`src/strr_pkg.sv`:
```
`default_nettype none

package strr_pkg;

  // Tree geometry
  localparam int LEAVES     = 1024;
  localparam int LOG_LEAVES = $clog2(LEAVES);
  localparam int ADDR_W     = LOG_LEAVES + 1;   // heap node address, node 0 is the root
  localparam int NODE_DEPTH = 2 ** ADDR_W;
  localparam int POS_W      = LOG_LEAVES + 2;   // 1-based heap position, up to 2*LEAVES + slack

  // Field widths
  localparam int IDX_W     = 11;
  localparam int DATA_W    = 32;
  localparam int MOD_W     = 31;
  localparam int OP_W      = 2;
  localparam int MODE_W    = 2;
  localparam int CFG_IDX_W = 2;

  localparam logic [DATA_W-1:0] INT_MIN = {1'b1, {(DATA_W-1){1'b0}}};
  localparam logic [DATA_W-1:0] INT_MAX = {1'b0, {(DATA_W-1){1'b1}}};

  // Reset values of the configuration registers
  localparam logic [MOD_W-1:0]  MODULUS_RST   = MOD_W'(1000000007);
  localparam logic [IDX_W-1:0]  USED_SIZE_RST = IDX_W'(1024);

  typedef enum logic [OP_W-1:0] {
    OP_ADD,
    OP_ADD_MOD,
    OP_MAX,
    OP_MIN
  } op_t;

  typedef enum logic [MODE_W-1:0] {
    MODE_SET,
    MODE_QUERY,
    MODE_REBUILD,
    MODE_NONE
  } mode_t;

  typedef enum logic [CFG_IDX_W-1:0] {
    CFG_OPERATION,
    CFG_MODULUS,
    CFG_USED_SIZE,
    CFG_FILL_VALUE
  } cfg_reg_t;

  typedef struct packed {
    op_t               operation;
    logic [MOD_W-1:0]  modulus;
    logic [IDX_W-1:0]  used_size;
    logic [DATA_W-1:0] fill_value;
  } cfg_t;

  // Datapath operations issued by the controller, one per cycle
  typedef enum logic [3:0] {
    DP_NOP,
    DP_CLEAR,
    DP_LOAD,
    DP_SET_LEAF,
    DP_SET_READ,
    DP_SET_UP,
    DP_Q_READ,
    DP_Q_ACC,
    DP_Q_FIN,
    DP_RB_LEAF,
    DP_RB_READ,
    DP_RB_WRITE,
    DP_RESULT
  } dp_op_t;

  typedef struct packed {
    dp_op_t op;
  } dp_cmd_t;

  typedef struct packed {
    logic  clear_last;    // clearing pass writes its last node this cycle
    mode_t mode;          // mode of the loaded item
    logic  index_ok;      // loaded item passed its bounds check
    logic  pos_root;      // set walk has reached the root
    logic  q_more;        // query window still open (left < right)
    logic  rb_leaf_last;  // rebuild writes its last leaf this cycle
    logic  rb_node_last;  // rebuild handles the root this cycle
    logic  out_busy;      // output register holds a result that is not taken
  } dp_status_t;

endpackage

`default_nettype wire

```
`src/strr_ctrl.sv`:
```
`default_nettype none

module strr_ctrl
  import strr_pkg::*;
(
  input  wire logic       clk,
  input  wire logic       rst_n,
  input  wire logic       in_valid,
  output logic            in_stall,
  output dp_cmd_t         cmd,
  input  wire dp_status_t stat
);

  typedef enum logic [3:0] {
    S_CLEAR,
    S_IDLE,
    S_DISPATCH,
    S_SET_LEAF,
    S_SET_READ,
    S_SET_UP,
    S_Q_READ,
    S_Q_ACC,
    S_RB_LEAF,
    S_RB_READ,
    S_RB_WRITE,
    S_RESULT
  } state_t;

  state_t state_r;
  state_t state_nxt;

  // Take a new item only between items
  assign in_stall = (state_r != S_IDLE);

  // Next state and datapath command
  always_comb begin
    state_nxt = state_r;
    cmd.op    = DP_NOP;
    case (state_r)
      S_CLEAR: begin
        cmd.op = DP_CLEAR;
        if (stat.clear_last) begin
          state_nxt = S_IDLE;
        end
      end
      S_IDLE: begin
        if (in_valid) begin
          cmd.op    = DP_LOAD;
          state_nxt = S_DISPATCH;
        end
      end
      S_DISPATCH: begin
        case (stat.mode)
          MODE_SET:     state_nxt = stat.index_ok ? S_SET_LEAF : S_RESULT;
          MODE_QUERY:   state_nxt = stat.index_ok ? S_Q_READ : S_RESULT;
          MODE_REBUILD: state_nxt = S_RB_LEAF;
          default:      state_nxt = S_RESULT;
        endcase
      end
      S_SET_LEAF: begin
        cmd.op    = DP_SET_LEAF;
        state_nxt = S_SET_READ;
      end
      S_SET_READ: begin
        if (stat.pos_root) begin
          state_nxt = S_RESULT;
        end else begin
          cmd.op    = DP_SET_READ;
          state_nxt = S_SET_UP;
        end
      end
      S_SET_UP: begin
        cmd.op    = DP_SET_UP;
        state_nxt = S_SET_READ;
      end
      S_Q_READ: begin
        if (stat.q_more) begin
          cmd.op    = DP_Q_READ;
          state_nxt = S_Q_ACC;
        end else begin
          cmd.op    = DP_Q_FIN;
          state_nxt = S_RESULT;
        end
      end
      S_Q_ACC: begin
        cmd.op    = DP_Q_ACC;
        state_nxt = S_Q_READ;
      end
      S_RB_LEAF: begin
        cmd.op = DP_RB_LEAF;
        if (stat.rb_leaf_last) begin
          state_nxt = S_RB_READ;
        end
      end
      S_RB_READ: begin
        cmd.op    = DP_RB_READ;
        state_nxt = S_RB_WRITE;
      end
      S_RB_WRITE: begin
        cmd.op    = DP_RB_WRITE;
        state_nxt = stat.rb_node_last ? S_RESULT : S_RB_READ;
      end
      S_RESULT: begin
        if (!stat.out_busy) begin
          cmd.op    = DP_RESULT;
          state_nxt = S_IDLE;
        end
      end
      default: begin
        state_nxt = S_IDLE;
      end
    endcase
  end

  // Hold state; reset starts the clearing pass
  always_ff @(posedge clk) begin
    if (!rst_n) begin
      state_r <= S_CLEAR;
    end else begin
      state_r <= state_nxt;
    end
  end

endmodule

`default_nettype wire

```
`config.mk`:
```
export PLATFORM = sky130hd
export DESIGN_NAME = strr_ctrl
export DESIGN_NICKNAME = d
export VERILOG_FILES = /design/src/strr_pkg.sv /design/src/strr_ctrl.sv
export SDC_FILE = /design/constraint.sdc
export NUM_CORES = 1
export LEC_CHECK = 0
export ABC_AREA = 1
export BUFFER_PORTS_ARGS = -buffer_cell sky130_fd_sc_hd__clkbuf_2
export CORE_AREA = 2 2 39 41
export DETAILED_ROUTE_END_ITERATION = 8
export DIE_AREA = 0 0 41 43
export HOLD_SLACK_MARGIN = 0.08
export MAX_ROUTING_LAYER = met4
export PLACE_DENSITY = 0.65
export SYNTH_ARGS = -nofsm -noshare
export SYNTH_HDL_FRONTEND = slang
export SYNTH_SLANG_ARGS = --single-unit
```
`constraint.sdc`:
```
create_clock -name clk -period 3.15 [get_ports clk]
set_input_delay 0.315 -clock clk [delete_from_list [all_inputs] [get_ports clk]]
set_output_delay 0.315 -clock clk [all_outputs]
set_load 0.01 [all_outputs]
```
=== Yosys cells after proc, flatten, opt, wreduce, memory -nomap -nowiden ===
Index checks and enable logic that the tools add are counted.

* Bits in registers: 4
* Bits in latches: 0
* Memory bits (writable): 0
* ROM bits: 0
* Logic and storage cells: 39
* Memories: 0

* Add/subtract/negate cells: 0
* Multiply operators: 0
* Div/mod/pow operators: 0
* $lt $le $gt $ge: 0
* Eq/ne operators: 18
* Shift-type cells: 0
* Mux-type cells: 16
* Bitwise logic cells: 0
* Reduce and logical (&&, ||, !) cells: 4

{| class="wikitable"
|+ Operators by type and width
! operator !! count
|-
| $pmux 4 s11 || 2
|-
| $mux 4 || 10
|-
| $eq 4x3->1 const B || 4
|-
| $eq 4x4->1 const B || 4
|-
| $pmux 4 s3 || 1
|-
| $eq 4x2->1 const B || 2
|-
| $ne 2x2->1 const B || 4
|-
| $eq 4x1->1 const B || 1
|-
| $logic_not 4->1 || 1
|-
| $mux 2 || 2
|-
| $ne 4x1->1 const B || 1
|-
| $reduce_and 4->1 || 1
|-
| $mux 3 || 1
|-
| $eq 2x1->1 const B || 1
|-
| $eq 2x2->1 const B || 1
|-
| $logic_not 2->1 || 1
|-
| $reduce_or 2->1 || 1
|}

=== Depth between registers and ports, before layout ===
Gate-level depths: netlist (run 1).

* Depth after elaboration: 3
* Gate-level depth with buffers: 9
* Depth with buffers taken out: 9

=== Worst setup path before layout (run 1) ===
OpenSTA, ideal clock, no wires.

* Path kind: register to output
* From: register state_r[3]
* To: output port cmd[1] in the netlist's numbering
* Arrival time: 0.985 ns
* Data required time: 2.835 ns
* Path slack: 1.850 ns
* Stages on the path, launching flop included: 5
* Cells stage by stage: dfxtp_1 inv_2 nor2_4 nand2_1 o211ai_1

{| class="wikitable"
|+ RTL lines
! what !! line !! source
|-
| start, declared || strr_ctrl.sv:29 || <nowiki>state_t state_r;</nowiki>
|-
| start signal, assigned || strr_ctrl.sv:120 || <nowiki>state_r <= state_nxt;</nowiki>
|-
| end, declared || strr_ctrl.sv:10 || <nowiki>output dp_cmd_t cmd,</nowiki>
|}

==> metrics, run 1 <==
Commonest cells post-synth nand2_1, inv_1, nand3_1; register area share after synthesis 16.08%; core footprint 1384 um2; fmax between 500 and 600 MHz; Overall Global Routing Usage approximately 18%; final worst path period share about three fifths; met2 WL post-DR 609 um; layout cells sized above 1 33.02%; Hold Buf Count CTS 0; Synth Register Bits 4; placed inst area a little under 600 um2; fin cells 122; CP endpoint kind output port; Hold Crit Class in -> reg; clk slew on worst S/H paths approximately 0.04 ns; initial antenna violation count 0; syn_area_per_cell roughly 5.7 um2; initial DRC count 19; vias in the first global route 498; worst flop-to-flop path startpoint state_r[2]; wl on met1 between 500 and 600 um; # placed instances around 120; routed vias/inst 4.934; mapped cell area around 500 um2; pwr/cell area approximately 750 nW/um2; WHS ~0.33 ns; most frequent cell after synthesis nand2_1; num rows 14; Setup violations, final 0; Synth area leader nand2_1; Max clock buf depth 2; clock root buffer clkbuf_4; Worst setup SP type register; Max Cap Violations 0; hpwl dp 1023 um; I/O pins 17; post-route cell area between 600 and 700 um2; CP required between 2 and 3 ns; Syn Nets 100; final worst slack between 1 and 1.5 ns; ys async rst share 0%; Layout Skew roughly 0.0016 ns; Initial Util 35.99%; Yosys top cell area share between 10% and 20%; biggest regs state_r x4; Antenna Cells 0; kind of critical path reg -> out; met3 wire length approximately 66 um; highest metal used met4; RSZ-0062 raised after global routing no; Leakage 0.3334 nW; largest net degree at the start of global routing 10; CP arrival between 1.5 and 2 ns; synth warn 0; # DRC 0; CP startpoint state_r[2]; VDD IR max 0.3217 mV; Worst-Margin Slew roughly 0.33 ns; CTS sink cnt 4; Post-synth EDFFs 0; setup_tns 0 ns; top_reg_cell synth dfxtp_1; nets between 100 and 150; maximum fanout along the worst path 7; Clock Latency Late Sink between 0.2 and 0.25 ns; first-pass GRT wire length roughly 2100 um; FF-to-FF End state_r[1]; library cells used by synthesis 19; grt ovf 0; router iterations before antenna repair 4; Total Wirelength about 1300 um; max FFs per register 4; Slew HR between 70 and 80%; wire per inst roughly 10 um; clock period minus final worst setup slack 1.831 ns; Die H 43 um; largest cells by area after synthesis nand2_1, dfxtp_1, nand3_1; CTS tree built; pre-CTS worst setup slack ~1.6 ns; GP Congestion ~0.86; Top reg by flops state_r; Cells after Synth approximately 90; die area 1763 um2; Post-CTS Setup Bufs 0; number of I/O port buffers 16; Slew Viols, Final 0; run status complete, no violations; Post-CTS Resized 0; synth-to-layout area growth 23.12%; Critical Path End cmd[2]; TritonCTS Buffers 3; Die Width just over 40 um; H-tree Lvls 1; Vias around 600; Worst R2R Path Depth 8; FILL cells approximately 140; Routed Antenna Nets 0; Reg2Reg Setup Slack 1.79 ns; Fin. Hold Viols 0
-- through the flow --
| stage | power, mW | util, % |
|---|---|---|
| after floorplan | 0.3183 | - |
| after global placement | 0.3968 | 42.68 |
| after detailed placement | 0.3969 | 42.68 |
| after CTS | 0.4648 | 44.30 |
| after global routing | 0.5141 | 44.30 |
| final | 0.4618 | 44.30 |
-- power by group --
group / internal (mW) / switching (mW) / total, mW
Clock: 0.0426 / 0.0205 / 0.0631
Sequential: 0.0665 / 0.0355 / 0.102
Combinational: 0.107 / 0.189 / 0.297
Total: 0.217 / 0.245 / 0.462
-- layout make-up --
type / instances / area, um2 / share of cell area (%)
timing repair buffer: 16 / 80.08 / 13.06
multi-input combinational: 66 / 346.6 / 56.53
sequential: 4 / 80.08 / 13.06
clock buffer: 3 / 22.52 / 3.673
tap: 16 / 20.02 / 3.265
inverter: 17 / 63.81 / 10.41
-- per-layer routing --
metal | GRT usage, % | vias up
met2 | 24.69 | 26
met1 | 23.40 | 253
met4 | 12.00 | 0
met3 | 3.141 | 2
met5 | - | -
li1 | - | 321
-- cells by family after synthesis --
kind of cell | count (synthesis) | share of synthesized area (%)
and+or+nand+nor | 54 | 55.27
buffers and inverters | 18 | 14.32
AOI/OAI and AO/OA | 12 | 14.32
DFF | 4 | 16.08
-- layout by cell type, fill, tap and decap left out --
cell / instances
a21oi_1: 4
a31oi_1: 2
clkbuf_2: 16
clkbuf_4: 3
dfxtp_1: 4
inv_1: 12
inv_2: 5
nand2_1: 25
nand2_2: 2
nand3_1: 11
nand3_2: 2
nand3b_1: 2
nor2_1: 4
nor2_2: 4
nor2_4: 3
nor3_1: 1
o211ai_1: 3
o21ai_0: 1
o21ai_1: 1
o22ai_1: 1
-- critical path, cell delays in order (launching register included) --
cell	delay [ns]
dfxtp_1	0.50
inv_1	0.09
nor2_2	0.22
nand2_1	0.10
nor2_1	0.10
a21oi_1	0.05
nand3_1	0.08
clkbuf_2	0.13
-- worst min-delay path by stage --
stage	start	to	slack (ns)	depth (start not counted)
global placement	rst_n	state_r[0]	0.58	3
CTS	rst_n	state_r[0]	0.32	3
finish	rst_n	state_r[0]	0.33	3
detailed placement	rst_n	state_r[0]	0.57	3
global route	rst_n	state_r[0]	0.34	3
floorplan	rst_n	state_r[0]	0.46	2
Power figures use the tool's default switching activity.
==> run 2: changes to the inputs <==
==> config.mk (replaced) <==
export PLATFORM = sky130hd
export DESIGN_NAME = strr_ctrl
export DESIGN_NICKNAME = d
export VERILOG_FILES = /design/src/strr_pkg.sv /design/src/strr_ctrl.sv
export SDC_FILE = /design/constraint.sdc
export NUM_CORES = 1
export LEC_CHECK = 0
export ABC_AREA = 0
export BUFFER_PORTS_ARGS = -buffer_cell sky130_fd_sc_hd__clkbuf_2
export CORE_UTILIZATION = 40
export DETAILED_ROUTE_END_ITERATION = 8
export HOLD_SLACK_MARGIN = 0.08
export MAX_ROUTING_LAYER = met4
export PLACE_DENSITY = 0.68
export SYNTH_ARGS = -nofsm -noshare
export SYNTH_HDL_FRONTEND = slang
export SYNTH_SLANG_ARGS = --single-unit
==> constraint.sdc (replaced) <==
create_clock -name clk -period 1.85 [get_ports clk]
set_input_delay 0.185 -clock clk [delete_from_list [all_inputs] [get_ports clk]]
set_output_delay 0.185 -clock clk [all_outputs]
set_load 0.01 [all_outputs]
==> run 2 against run 1 <==
Final area grew 1.2%; utilization grew 9.4 points; die area shrank 18%; power grew 67%; sequential share of layout area grew 0.25 points; routed wire length grew 14%; combinational power grew 60%; critical endpoint unchanged.
==> metrics, run 2 <==
Synth area leader dfxtp_1 (was nand2_1); VDD IR max 0.7083 mV (was 0.3217 mV); Synth Register Bits 4 (unchanged); routed vias/inst 6.139 (was 4.934); layout cells sized above 1 39.08% (was 33.02%); Max Cap Violations 0 (unchanged); num rows 12 (was 14); final worst slack 0.1861 ns (was 1.319 ns); most frequent cells in the layout clkbuf_2, nand2_1, inv_1, nand3_1, o21ai_0 (was nand2_1, clkbuf_2, inv_1); post-route cell area 620.6 um2 (was 613.1 um2); hold depth 3 (unchanged); Slew Viols, Final 0 (unchanged); final worst path period share between 80% and 90%; FF-to-FF End state_r[3] (was state_r[1]); fin cells 101 (was 122); GP Congestion 0.8454 (was 0.8564); initial DRC count 22 (was 19); Top reg by flops state_r (unchanged); Worst setup SP type register (unchanged); CP endpoint kind output port (unchanged); Yosys top cell area share 15.38% (was 18.84%); CTS tree built (unchanged); setup_tns 0 ns (unchanged); core footprint 1156 um2 (was 1384 um2); commonest non-fill, non-tap cell in the layout clkbuf_2 (was nand2_1); Setup violations, final 0 (unchanged); router iterations before antenna repair 4 (unchanged); first-pass GRT wire length 2283 um (was 2063 um); clock period minus final worst setup slack 1.664 ns; Reg2Reg Setup Slack 0.48 ns (was 1.79 ns); Routed Antenna Nets 0 (unchanged); CP required 1.66 ns (was 2.83 ns); CTS sink cnt 4 (unchanged); Slew HR 75.97% (was 77.93%); Commonest cells post-synth inv_1, nand2_1, nand3_1, o21ai_0, dfxtp_1 (was nand2_1, inv_1, nand3_1); Overall Global Routing Usage 24.38% (was 18.09%); fmax approximately 600 MHz; Antenna Cells 0 (unchanged); top_reg_cell synth dfxtp_1 (unchanged); Die H 38.07 um (was 43 um); WHS 0.2191 ns (was 0.3275 ns); maximum fanout along the worst path 15 (was 7); worst flop-to-flop path startpoint state_r[3] (was state_r[2]); clk slew on worst S/H paths 0.05 ns (was 0.04 ns); hpwl dp 1021 um (was 1023 um); Initial Util 45.02% (was 35.99%); synth-to-layout area growth 19.23% (was 23.12%); Fin. Hold Viols 0 (unchanged); largest cells by area after synthesis dfxtp_1, nand3_1, o21ai_0 (was nand2_1, dfxtp_1, nand3_1); Cells after Synth 71 (was 88); nets 101 (was 120); Layout Skew 0.01243 ns (was 0.001613 ns); CP arrival 1.48 ns (was 1.52 ns); H-tree Lvls 1 (unchanged); mapped cell area 520.5 um2 (was 498.0 um2); Post-CTS Setup Bufs 0 (unchanged); wire per inst 14.31 um (was 10.37 um); library cells used by synthesis 35 (was 19); RSZ-0062 raised after global routing no (unchanged); Hold Path End state_r[1] (was state_r[0]); # placed instances 98 (was 119); ys async rst share 0% (unchanged); Total Wirelength 1445 um (was 1265 um); Worst-Margin Slew 0.3576 ns (was 0.3306 ns); TritonCTS Buffers 3 (unchanged); Worst R2R Path Depth 4 (was 8); Hold Crit Class in -> reg (unchanged); # DRC 0 (unchanged); Clock Latency Late Sink 0.25 ns (was 0.23 ns); largest net degree at the start of global routing 18 (was 10); initial antenna violation count 0 (unchanged); Die Width 38.07 um (was 41 um); number of I/O port buffers 16 (unchanged); vias in the first global route 503 (was 498); max FFs per register 4 (unchanged); Syn Nets 83 (was 100); Final Util 53.68% (was 44.30%); Hold Crit Start stat[1] (was rst_n); clock root buffer clkbuf_4 (unchanged); Post-synth EDFFs 0 (unchanged); grt ovf 0 (unchanged); Max clock buf depth 2 (unchanged); biggest regs state_r x4 (unchanged); kind of critical path reg -> out (unchanged); Leakage 0.2874 nW (was 0.3334 nW); I/O pins 17 (unchanged); pre-CTS worst setup slack 0.2313 ns (was 1.563 ns); Power, Total 0.7711 mW (was 0.4618 mW); placed inst area 590.6 um2 (unchanged); synth warn 0 (unchanged); run status complete, no violations (unchanged); Vias 620 (was 602); pwr/cell area 1243 nW/um2 (was 753.3 nW/um2); die area 1449 um2 (was 1763 um2); register area share after synthesis 15.38% (was 16.08%); syn_area_per_cell 7.331 um2 (was 5.659 um2)
==> run 2: worst max path at each step <==
stage | from | endpoint | depth (start not counted) | slack [ns]
CTS | state_r[1] | cmd[1] | 5 | 0.04
floorplan | state_r[2] | cmd[2] | 4 | 0.58
detailed placement | state_r[3] | cmd[2] | 4 | 0.23
global placement | state_r[3] | cmd[2] | 4 | 0.32
global route | state_r[3] | cmd[2] | 4 | 0.07
finish | state_r[3] | cmd[2] | 4 | 0.19
==> run 2: layer usage <==
| metal | track usage [%] | wire length [um] | vias up |
|---|---|---|---|
| li1 | - | - | 299 |
| met1 | 28.17 | 604 | 278 |
| met2 | 33.90 | 647 | 35 |
| met3 | 11.05 | 135 | 8 |
| met4 | 15.18 | 58 | 0 |
| met5 | - | 0 | - |
==> run 2: critical path, cell delays in order (launching register included) <==
cell,delay [ns]
dfxtp_2,0.49
nor2b_2,0.31
a31oi_1,0.11
o21ai_0,0.17
clkbuf_2,0.16
==> run 2: where the power goes <==
part / switching (mW) / total (mW) / internal, mW
Combinational: 0.260 / 0.475 / 0.215
Clock: 0.0463 / 0.120 / 0.0733
Sequential: 0.0636 / 0.177 / 0.113
==> run 2: logic make-up after synthesis <==
logic type	count (synthesis)	share of synthesized area, %
buffers and inverters	10	11.78
DFF	4	15.39
muxes	1	1.923
AOI/OAI and AO/OA	27	39.66
and+or+nand+nor	29	31.25
==> run 2: cell type report <==
type,instances,area (um2)
clock buffers,3,22.52
fillers,116,535.5
inverters,5,18.77
multi-input cells,57,384.1
flip-flops and latches,4,82.58
well taps,14,17.52
repair buffers,18,95.09
==> run 2: repair_timing <==
| item | 4_1_cts | 5_1_grt |
|---|---|---|
| setup endpoints to repair | 1 | 2 |
| gates resized for setup | 1 | 3 |
| pin swaps | 0 | 0 |
| hold buffers | 0 | 0 |
==> run 3: changes to the inputs <==
==> constraint.sdc (replaced) <==
create_clock -name clk -period 1.8 [get_ports clk]
set_input_delay 0.18 -clock clk [delete_from_list [all_inputs] [get_ports clk]]
set_output_delay 0.18 -clock clk [all_outputs]
set_load 0.1 [all_outputs]
==> run 3 against run 2 <==
Power is 78% higher; final cell count is 4.0% higher; count of clock-buffer cells in the layout stayed put; worst setup slack worse by 0.057 ns; via count is 1.6% lower; sequential power is 20% lower; global-route usage is 1.7 points lower; first-iteration DRC count stayed put.
==> metrics, run 3 (same netlist as run 2, synthesis figures left out) <==
core footprint 1156 um2 (unchanged); CP required 1.62 ns (was 1.66 ns); Initial Util 45.02% (unchanged); Reg power frac 10.2% (was 22.9%); CP arrival 1.49 ns (was 1.48 ns); worst flop-to-flop path startpoint state_r[1] (was state_r[3]); num rows 12 (unchanged); largest net degree at the start of global routing 13 (was 18); Max clock buf depth 2 (unchanged); TritonCTS Buffers 3 (unchanged); maximum fanout along the worst path 12 (was 15); run status complete, no violations (unchanged); area of the multi-input gates 415.4 um2 (was 384.1 um2); GP Congestion 0.9304 (was 0.8454); final worst path period share between 90% and 100%; Worst-Margin Slew 0.3847 ns (was 0.3576 ns); Leakage 0.3376 nW (was 0.2874 nW); Critical-path top delay cell dfxtp_1 (was dfxtp_2); Slew HR 74.32% (was 75.97%); Hold Crit Start rst_n (was stat[1]); Antenna Cells 0 (unchanged); VDD IR max 0.8840 mV (was 0.7083 mV); switching part of the total 55.27% (was 48.01%); combinational power share 81.9% (was 61.6%); CTS sink cnt 4 (unchanged); nets 105 (was 101); wire per inst 13.32 um (was 14.31 um); die area 1449 um2 (unchanged); number of I/O port buffers 16 (unchanged); FILL cells 103 (was 116); hpwl dp 1104 um (was 1021 um); Die Width 38.07 um (unchanged); H-tree Lvls 1 (unchanged); kind of critical path reg -> out (unchanged); WHS 0.2314 ns (was 0.2191 ns); Overall Global Routing Usage 22.72% (was 24.38%); pre-CTS worst setup slack 0.2994 ns (was 0.2313 ns); Worst setup SP type register (unchanged); Reg area 80.08 um2 (was 82.58 um2); RSZ-0062 raised after global routing no (unchanged); clock period minus final worst setup slack between 1.5 and 2 ns; Final Util 65.26% (was 53.68%); I/O pins 17 (unchanged); pwr/cell area 1820 nW/um2 (was 1243 nW/um2); Layout Skew 0.005944 ns (was 0.01243 ns); Setup violations, final 0 (unchanged); Vias 610 (was 620); initial DRC count 22 (unchanged); initial antenna violation count 0 (unchanged); Worst R2R Path Depth 5 (was 4); Sw Pwr 0.7590 mW (was 0.3702 mW); Top reg by flops state_r (unchanged); most frequent cells in the layout clkbuf_2, buf_4 (was clkbuf_2, nand2_1, inv_1, nand3_1, o21ai_0); Max stage delay on crit path 0.54 ns (was 0.49 ns); layout cells sized above 1 42.86% (was 39.08%); Hold Crit Class in -> reg (unchanged); Max Cap Violations 0 (unchanged); vias in the first global route 542 (was 503); Clock Latency Late Sink 0.23 ns (was 0.25 ns); grt ovf 0 (unchanged); biggest regs state_r x4 (unchanged); internal power 0.6142 mW (was 0.4009 mW); Total Wirelength 1399 um (was 1445 um); clock root buffer clkbuf_4 (unchanged); clk slew on worst S/H paths 0.04 ns (was 0.05 ns); fmax 598.4 MHz; routed vias/inst 5.810 (was 6.139); commonest non-fill, non-tap cell in the layout clkbuf_2 (unchanged); Slew Viols, Final 0 (unchanged); router iterations before antenna repair 5 (was 4); synth-to-layout area growth 44.95% (was 19.23%); first-pass GRT wire length 2277 um (was 2283 um); final worst slack 0.1289 ns (was 0.1861 ns); Fin. Hold Viols 0 (unchanged); Routed Antenna Nets 0 (unchanged); max FFs per register 4 (unchanged); Reg2Reg Setup Slack 0.27 ns (was 0.48 ns); CTS tree built (unchanged); CP endpoint kind output port (unchanged); setup_tns 0 ns (unchanged); Power, Total 1.373 mW (was 0.7711 mW); FF-to-FF End state_r[3] (unchanged); # DRC 0 (unchanged); Hold Path End state_r[2] (was state_r[1]); clock power share 7.9% (was 15.5%); Post-CTS Setup Bufs 0 (unchanged); Die H 38.07 um (unchanged); crit-path cells buf_4 > nand2b_2 > nand3_1 > o31ai_4 > buf_12 (was nor2b_2 > a31oi_1 > o21ai_0 > clkbuf_2); hold depth 2 (was 3)
-- run 3: worst max path at each step --
stage	slack [ns]	endpoint	startpoint
final	0.13	cmd[0]	state_r[1]
after global routing	0.03	cmd[1]	state_r[1]
after CTS	0.06	cmd[3]	state_r[3]
after detailed placement	0.30	state_r[3]	state_r[1]
after global placement	0.27	cmd[3]	state_r[3]
after floorplan	-0.03	cmd[2]	state_r[2]
-- run 3: layer usage --
layer  part of all wire (%)  GRT usage, %
met5                      0             -
met4                    1.1         4.464
met3                    5.1         8.140
met2                     47         35.59
met1                     47         28.11
-- run 3: critical path: cells and delay by family, from the launching register on --
| family | cells | cell delay (ns) |
|---|---|---|
| AND/OR/NAND/NOR | 2 | 0.22 |
| AO/OA/AOI/OAI | 1 | 0.09 |
| buffers and inverters | 2 | 0.40 |
| flip-flops | 1 | 0.54 |
-- run 3: timing repair --
item,4_1_cts,5_1_grt
resized for setup,0,2
hold buffers,0,0
endpoints found under the setup margin,0,2
-- run 3: power by group through the flow --
stage / clock [mW] / sequential (mW) / combinational, mW
final: 0.108 / 0.141 / 1.12
after global routing: 0.119 / 0.145 / 1.17
after CTS: 0.114 / 0.139 / 1.12
after detailed placement: 0 / 0.140 / 1.12
after global placement: 0 / 0.138 / 1.13
after floorplan: 0 / 0.140 / 0.790
-- run 3: cell type report --
| class | count | share of cell area (%) |
|---|---|---|
| multi-input combinational | 57 | 55.06 |
| timing repair buffer | 22 | 26.53 |
| sequential | 4 | 10.61 |
| clock buffer | 3 | 2.985 |
| inverter | 5 | 2.488 |
| tap | 14 | 2.322 |
-- run 3: per-stage QoR --
stage	instance area, um2	std cells
after global routing	754.5	105
after floorplan	551.8	71
after CTS	749.5	105
final	754.5	105
after global placement	726.9	102
after detailed placement	726.9	102
